<file path="config.mk">
export PLATFORM = sky130hd
export DESIGN_NAME = dgfr_ctrl
export DESIGN_NICKNAME = d
export VERILOG_FILES = /design/src/hdl/dgfr_pkg.sv /design/src/hdl/dgfr_ctrl.sv
export SDC_FILE = /design/constraint.sdc
export NUM_CORES = 1
export LEC_CHECK = 0
export BUFFER_PORTS_ARGS = -buffer_cell sky130_fd_sc_hd__clkbuf_2
export CAP_MARGIN = 30
export CORE_UTILIZATION = 25
export CTS_CLUSTER_SIZE = 8
export DETAILED_ROUTE_END_ITERATION = 7
export GPL_TIMING_DRIVEN = 0
export HOLD_SLACK_MARGIN = 0.06
export PLACE_DENSITY = 0.5
export SLEW_MARGIN = 20
export SYNTH_ARGS = -nofsm -noshare
export SYNTH_HDL_FRONTEND = slang
export SYNTH_SLANG_ARGS = --single-unit
</file>
<file path="constraint.sdc">
create_clock -name clk -period 4 [get_ports clk]
set_clock_uncertainty 0.05 [all_clocks]
set_input_delay 0.8 -clock clk [delete_from_list [all_inputs] [get_ports clk]]
set_output_delay 0.8 -clock clk [all_outputs]
set_load 0.02 [all_outputs]
</file>
<file path="src/hdl/dgfr_pkg.sv">
// dgfr_pkg: shared constants, codes, digit font and controller/datapath
// interface types for the decimal glyph framebuffer renderer
// no dependencies
`default_nettype none

package dgfr_pkg;

  localparam int ROW_BYTES_DEFAULT       = 64;
  localparam int DISPLAY_COLUMNS_DEFAULT = 128;
  localparam int GLYPH_W                 = 12;
  localparam int GLYPH_BYTES             = 24;
  localparam int NUMBER_MAX              = 999;

  localparam logic [1:0] OP_RENDER = 2'd0;
  localparam logic [1:0] OP_CLEAR  = 2'd1;
  localparam logic [1:0] OP_READ   = 2'd2;

  localparam logic [1:0] STATUS_DONE    = 2'd0;
  localparam logic [1:0] STATUS_IGNORED = 2'd1;
  localparam logic [1:0] STATUS_CLIPPED = 2'd2;

  typedef enum logic [2:0] {
    FIN_NONE,
    FIN_IGNORED,
    FIN_CLEAR,
    FIN_READ,
    FIN_RENDER
  } fin_t;

  typedef struct packed {
    logic clr_step;
    logic rd_read;
    logic dig_hund;
    logic dig_rem;
    logic dig_tens;
    logic dig_ones;
    logic px_rd;
    logic px_wr;
    fin_t fin;
  } dgfr_cmd_t;

  typedef struct packed {
    logic sweep_last;
    logic px_last;
  } dgfr_stat_t;

  localparam logic [7:0] DIGIT_FONT [240] = '{
    8'h00, 8'hE0, 8'hF8, 8'h1C, 8'h0E, 8'h06, 8'h06, 8'h0E, 8'h1C, 8'hF8, 8'hE0, 8'h00,
    8'h00, 8'h0F, 8'h3F, 8'h70, 8'hE0, 8'hC0, 8'hC0, 8'hE0, 8'h70, 8'h3F, 8'h0F, 8'h00,
    8'h00, 8'h00, 8'h30, 8'h18, 8'h1C, 8'hFE, 8'hFE, 8'h00, 8'h00, 8'h00, 8'h00, 8'h00,
    8'h00, 8'h00, 8'h00, 8'h00, 8'h00, 8'hFF, 8'hFF, 8'h00, 8'h00, 8'h00, 8'h00, 8'h00,
    8'h00, 8'h38, 8'h1C, 8'h0E, 8'h06, 8'h06, 8'h06, 8'h0E, 8'h9C, 8'hF8, 8'h70, 8'h00,
    8'h00, 8'hE0, 8'hF0, 8'hF8, 8'hDC, 8'hCE, 8'hC7, 8'hC3, 8'hC1, 8'hC0, 8'hC0, 8'h00,
    8'h00, 8'h18, 8'h0C, 8'h0E, 8'h86, 8'h86, 8'h86, 8'hCE, 8'hFC, 8'h78, 8'h00, 8'h00,
    8'h00, 8'h30, 8'h60, 8'hE0, 8'hC1, 8'hC1, 8'hC1, 8'hE3, 8'h7F, 8'h3E, 8'h00, 8'h00,
    8'h00, 8'h00, 8'h80, 8'hC0, 8'h60, 8'h30, 8'h18, 8'hFE, 8'hFE, 8'h00, 8'h00, 8'h00,
    8'h00, 8'h0F, 8'h0F, 8'h0C, 8'h0C, 8'h0C, 8'h0C, 8'hFF, 8'hFF, 8'h0C, 8'h0C, 8'h00,
    8'h00, 8'h00, 8'hFE, 8'hFE, 8'hC6, 8'hC6, 8'hC6, 8'hC6, 8'h86, 8'h06, 8'h00, 8'h00,
    8'h00, 8'h30, 8'h61, 8'hE1, 8'hC1, 8'hC1, 8'hC1, 8'hE3, 8'h7F, 8'h3E, 8'h00, 8'h00,
    8'h00, 8'hE0, 8'hF8, 8'h9C, 8'hCE, 8'hC6, 8'hC6, 8'hC6, 8'h8E, 8'h1C, 8'h00, 8'h00,
    8'h00, 8'h0F, 8'h3F, 8'h71, 8'hE1, 8'hC1, 8'hC1, 8'hE1, 8'h7F, 8'h3F, 8'h00, 8'h00,
    8'h00, 8'h06, 8'h06, 8'h06, 8'h06, 8'h06, 8'h86, 8'hE6, 8'h7E, 8'h1E, 8'h06, 8'h00,
    8'h00, 8'h00, 8'h00, 8'h00, 8'hC0, 8'hF8, 8'h3F, 8'h07, 8'h00, 8'h00, 8'h00, 8'h00,
    8'h00, 8'h78, 8'hFC, 8'hCE, 8'h86, 8'h86, 8'h86, 8'hCE, 8'hFC, 8'h78, 8'h00, 8'h00,
    8'h00, 8'h3E, 8'h7F, 8'hE3, 8'hC1, 8'hC1, 8'hC1, 8'hE3, 8'h7F, 8'h3E, 8'h00, 8'h00,
    8'h00, 8'hF8, 8'hFC, 8'h8E, 8'h06, 8'h06, 8'h06, 8'h0E, 8'h9C, 8'hF8, 8'hE0, 8'h00,
    8'h00, 8'h00, 8'hE1, 8'hC3, 8'hC3, 8'hC3, 8'hE7, 8'h7E, 8'h3F, 8'h0F, 8'h01, 8'h00
  };

  function automatic logic [7:0] font_byte(input logic [3:0] digit, input logic [4:0] pos);
    logic [7:0] k;
    k = 8'(digit) * 8'(GLYPH_BYTES) + 8'(pos);
    return DIGIT_FONT[k];
  endfunction

endpackage

`default_nettype wire

</file>
<file path="src/hdl/dgfr_ctrl.sv">
// dgfr_ctrl: sequencer for the glyph renderer; issues datapath commands
// depends on dgfr_pkg
`default_nettype none

module dgfr_ctrl (
  input  wire logic                clk,
  input  wire logic                rst,
  input  wire logic                accept,
  input  wire logic [1:0]          op,
  input  wire logic [9:0]          number,
  input  wire logic                ready,
  input  wire dgfr_pkg::dgfr_stat_t stat,
  output dgfr_pkg::dgfr_cmd_t      cmd,
  output logic                     busy
);
  import dgfr_pkg::*;

  typedef enum logic [3:0] {
    INIT,
    IDLE,
    CLEAR,
    CLEAR_DONE,
    READ,
    READ_DONE,
    IGNORE,
    DIG_HUND,
    DIG_REM,
    DIG_TENS,
    DIG_ONES,
    PIX_READ,
    PIX_WRITE,
    RENDER_DONE
  } state_t;

  state_t state;

  always_ff @(posedge clk) begin
    if (rst) begin
      state <= INIT;
    end else begin
      case (state)
        INIT: begin
          if (stat.sweep_last) state <= IDLE;
        end
        IDLE: begin
          if (accept) begin
            case (op)
              OP_READ: state <= READ;
              OP_RENDER: begin
                if (ready && (number <= 10'(NUMBER_MAX))) state <= DIG_HUND;
                else state <= IGNORE;
              end
              OP_CLEAR: begin
                if (ready) state <= CLEAR;
                else state <= IGNORE;
              end
              default: state <= IGNORE;
            endcase
          end
        end
        CLEAR: begin
          if (stat.sweep_last) state <= CLEAR_DONE;
        end
        READ:      state <= READ_DONE;
        DIG_HUND:  state <= DIG_REM;
        DIG_REM:   state <= DIG_TENS;
        DIG_TENS:  state <= DIG_ONES;
        DIG_ONES:  state <= PIX_READ;
        PIX_READ:  state <= PIX_WRITE;
        PIX_WRITE: begin
          if (stat.px_last) state <= RENDER_DONE;
          else state <= PIX_READ;
        end
        default: state <= IDLE;
      endcase
    end
  end

  always_comb begin
    cmd = '0;
    cmd.fin = FIN_NONE;
    case (state)
      INIT, CLEAR: cmd.clr_step = 1'b1;
      CLEAR_DONE:  cmd.fin = FIN_CLEAR;
      READ:        cmd.rd_read = 1'b1;
      READ_DONE:   cmd.fin = FIN_READ;
      IGNORE:      cmd.fin = FIN_IGNORED;
      DIG_HUND:    cmd.dig_hund = 1'b1;
      DIG_REM:     cmd.dig_rem = 1'b1;
      DIG_TENS:    cmd.dig_tens = 1'b1;
      DIG_ONES:    cmd.dig_ones = 1'b1;
      PIX_READ:    cmd.px_rd = 1'b1;
      PIX_WRITE:   cmd.px_wr = 1'b1;
      RENDER_DONE: cmd.fin = FIN_RENDER;
      default:     cmd.fin = FIN_NONE;
    endcase
  end

  assign busy = (state != IDLE);

endmodule

`default_nettype wire

</file>
Yosys cells after proc, flatten, opt, wreduce, memory -nomap -nowiden
Cells that the tools add are included.
Widths: inputs -> output; s select.

cells by class
  reductions and logical operators = 5
  mux-type cells = 17
  equal/unequal tests = 19
  magnitude comparators = 1

operator list
  operator              count
  $pmux 4 s10           1
  $eq 4x4->1 const B    6
  $eq 4x3->1 const B    4
  $mux 4                3
  $pmux 3 s4            1
  $le 10x10->1 const B  1
  $mux 1                9
  $pmux 3 s3            1
  $eq 4x2->1 const B    2
  $mux 3                2
  $ne 2x2->1 const B    3
  $eq 4x1->1 const B    1
  $logic_not 4->1       1
  $ne 4x1->1 const B    1
  $reduce_and 3->1      1
  $eq 2x1->1 const B    1
  $eq 2x2->1 const B    1
  $logic_not 2->1       1
  $reduce_or 2->1       1
  $logic_and 1x1->1     1

word-level totals
  word-level logic and storage cells = 43
  output and inout bits = 12
  bits in registers = 4
  input port bits = 18

Longest topological paths before layout
  word-level depth = 6
  gate-level depth with buffers = 4
  depth with buffers taken out = 4

Worst setup path after synthesis
Ideal clock, no wire load.

  kind = reg-to-output
  start point = register state[1]
  end point = output port cmd[1] (netlist name)
  cell stages (with the launch flop) = 4
  setup slack = 1827 ps
  arrival time = 1323 ps
  path buffers = 1
  cell sequence = dfxtp_1 > clkbuf_1 > xnor2_1 > nor3b_1

RTL lines
  item                    line             RTL
  start, declared         dgfr_ctrl.sv:35  state_t state;
  start signal, assigned  dgfr_ctrl.sv:39  state <= INIT;
  start signal, assigned  dgfr_ctrl.sv:43  if (stat.sweep_last) state <= IDLE;
  start signal, assigned  dgfr_ctrl.sv:48  OP_READ: state <= READ;
  end, declared           dgfr_ctrl.sv:13  output dgfr_pkg::dgfr_cmd_t cmd,

==> results.yml <==
floorplan:
  die_h_um: 42.3
  die_x_um: 42.3
  fp-row-count: 14
  pin_count: 30
  initial_core_util_pct: 27.0
  die_area_mm2: 0.00179
  core_mm2: 0.00151
synth:
  ys_ff_latch: 4
  synthSimpleGateAreaFrac_pct: 37.8
  yosys-mux-area-fraction_pct: 0
  yosysSeqAreaShare_pct: 19.7
  synth_top_family_by_area: "simple AND/OR/NAND/NOR gates"
  avgSynthCellArea_um2: 6.78
  synth.area.top_cells: "dfxtp_1, a21oi_1, nor3_1"
  synth_nets: 78
  yosysTopAreaCellShare_pct: 19.7
  synth_compound_area_share_pct: 31.7
  synth_xor_area_share_pct: 4.31
  yosysWarnings: 0
  synthAdderAreaFrac_pct: 0
  synth_cell_types: 26
  syn_inst: 60
  yosysTopAreaCell: "dfxtp_1"
  netlist_area_um2: 407
setup_path:
  crit_path_end: "cmd[1]"
  worstRegToRegCells: 4
  r2r-start: "state[0]"
  start_kind: "flop"
  setup.worst_path.start: "state[1]"
  rrSetupSlack_ns: 2.21
  r2r-end: "state[0]"
  worst_ep_required_time_ns: 3.15
  critPathArrivalTime_ns: 1.53
  cp_max_fo: 10
  worst_path_max_delay_cell: "dfxtp_1"
  crit_chain: "clkbuf_1, xnor2_1, nor3b_1, clkbuf_2"
  end_kind: "output port"
  crit_path_max_incr_delay_ns: 0.42
  critPathKind: "flop to output port"
flow_run:
  cap_viol_max_count: 0
timing:
  finalHoldViolCount: 0
  slew_viol_final: 0
  min_period_over_period_pct: 59.4
  rsz0062_at_grt: "no"
  maxSlewHeadroom_pct: 71.1
  worst_pin_slew_ns: 0.434
  final.setup.tns_ns: 0
  setup_viol: 0
  fmax_mhz: 421
  min_period_ns: 2.38
routing:
  drc_errors: 0
  num_vias: 549
  wl_per_cell_um: 11.4
  wl_um: 1200
  dr.pass1.iters: 4
  drt_iter0_drc: 13
  ant_nets: 0
  via_per_inst: 5.23
power_and_ir_drop:
  clkPwrFrac_pct: 36.8
  power_frac_comb_pct: 29.7
  netSwitchingPower_w: 0.0000388
  power_density_mw_per_mm2: 228
  leakagePower_nw: 0.258
  switching_share_pct: 29.3
  intPower_w: 0.0000933
  seqPwrFrac_pct: 33.5
  vdd_drop_max_uv: 91.5
final_layout:
  area_delta_synth_final_pct: 42.5
  design_area_um2: 579
  biggestRegsByFlops: "state (4)"
  num_antenna_cells: 0
  drive_gt1_share_pct: 33.7
  layout.nets: 109
  num-fill-cells: 174
  top_register: "state"
  largest_reg_flops: 4
global_routing:
  grt_pass1_vias: 495
  grt_use_total_pct: 14.2
  grt_pass1_wl_um: 2040
  overflow: 0
  grt_max_degree: 11
  antenna_found_initial: 0
place:
  place_area_um2: 557
  numPortBuffers: 26
  dp_hpwl_um: 960
  gp_congestion: 0.763
worst_hold_path:
  hold_path_class: "flop to flop"
cts:
  cts_max_path_buffers: 2
  clk_latency_ns: 0.23
  cts_setup_buffers: 0
  path_clk_slew_ns: 0.03
  htree_levels: 1
  cts_tree: "done"
  cts_made_buffers: 3
  clock_sinks: 4
  root_buffer: "clkbuf_4"
  cts-resized-gates: 0
  hold_buffers: 0
outcome:
  status: "finished, final reports clean"
[metrics by stage]
| step | cells | worst slack, ns | power, W | utilization (%) | hold WS (ns) |
|---|---|---|---|---|---|
| after floorplan | 60 | 1.83 | 0.0000691 | - | 0.555 |
| after global placement | 102 | 1.87 | 0.0000839 | 37.0 | 0.636 |
| after detailed placement | 102 | 1.87 | 0.0000841 | 37.0 | 0.615 |
| after CTS | 105 | 1.63 | 0.000134 | 38.5 | 0.617 |
| after global routing | 105 | 1.46 | 0.000141 | 38.5 | 0.677 |
| final | 105 | 1.62 | 0.000132 | 38.5 | 0.630 |
[how the worst min path moves through the flow]
stage / startpoint / to / depth (start not counted)
6_report: state[1] / state[1] / 2
5_1_grt: state[1] / state[1] / 2
4_1_cts: state[1] / state[1] / 2
3_5_place_dp: state[1] / state[1] / 2
3_3_place_gp: state[1] / state[1] / 2
2_1_floorplan: state[1] / state[1] / 2
[worst max-delay path, delay by kind of cell, from the launching register on]
kind	cells	cell delay, ns
and+or+nand+nor	1	0.18
buffers and inverters	2	0.57
DFF	1	0.42
xor gates and xnor gates	1	0.13
[cells by family (layout without fill, tap and decap cells)]
kind of cell,after synthesis,in the layout
simple gates,28,28
compound gates,19,19
buf+inv,7,36
flops,4,4
xor+xnor,2,2
[power groups by stage]
stage	Sequential [W]	Clock (W)	Combinational (W)
2_1_floorplan	0.0000442	0	0.0000249
3_3_place_gp	0.0000447	0	0.0000392
3_5_place_dp	0.0000448	0	0.0000394
4_1_cts	0.0000442	0.0000504	0.0000395
5_1_grt	0.0000444	0.0000522	0.0000439
6_report	0.0000442	0.0000486	0.0000393
[routing by layer]
| layer | share of wire, % | track usage, % | up-vias |
|---|---|---|---|
| met3 | 5.3 | 3.02 | 0 |
| met1 | 51 | 20.7 | 246 |
| li1 | - | - | 285 |
| met5 | 0 | 0 | - |
| met4 | 0 | 3.75 | 0 |
| met2 | 44 | 20.9 | 18 |
[cell usage after synthesis]
cell / instances
o41ai_1: 1
or4_1: 2
xnor2_1: 2
nand2_1: 2
or3_4: 1
nand2b_1: 4
nand3b_1: 2
dfxtp_1: 4
nor3b_1: 1
nand4_1: 1
o32ai_1: 1
a221o_1: 1
a22oi_1: 1
o21bai_1: 1
a21oi_1: 6
and2_1: 1
o31ai_1: 1
o2bb2ai_1: 1
nor2_1: 8
nor3_1: 6
a31oi_1: 1
inv_1: 3
o21ai_0: 3
clkbuf_1: 4
o211a_1: 1
a221oi_1: 1
[final cells by class]
type	count	area, µm²	share of cell area, %
multi-input combinational	49	300	51.8
timing repair buffer	26	130	22.5
sequential	4	80.1	13.8
clock buffer	3	22.5	3.89
tap	16	20.0	3.46
buffer	4	15.0	2.59
inverter	3	11.3	1.94
[placed cells by master, fill, tap and decap left out, types with 2 or more instances in the layout]
master,Yosys,routed
dfxtp_1,4,4
clkbuf_4,0,3
or4_1,2,2
nor3_1,6,6
nand3b_1,2,2
clkbuf_2,0,26
nand2_1,2,2
xnor2_1,2,2
nor2_1,8,8
nand2b_1,4,4
o21ai_0,3,3
inv_1,3,3
a21oi_1,6,6
clkbuf_1,4,4
No activity file was read; power rests on OpenSTA's default activity.
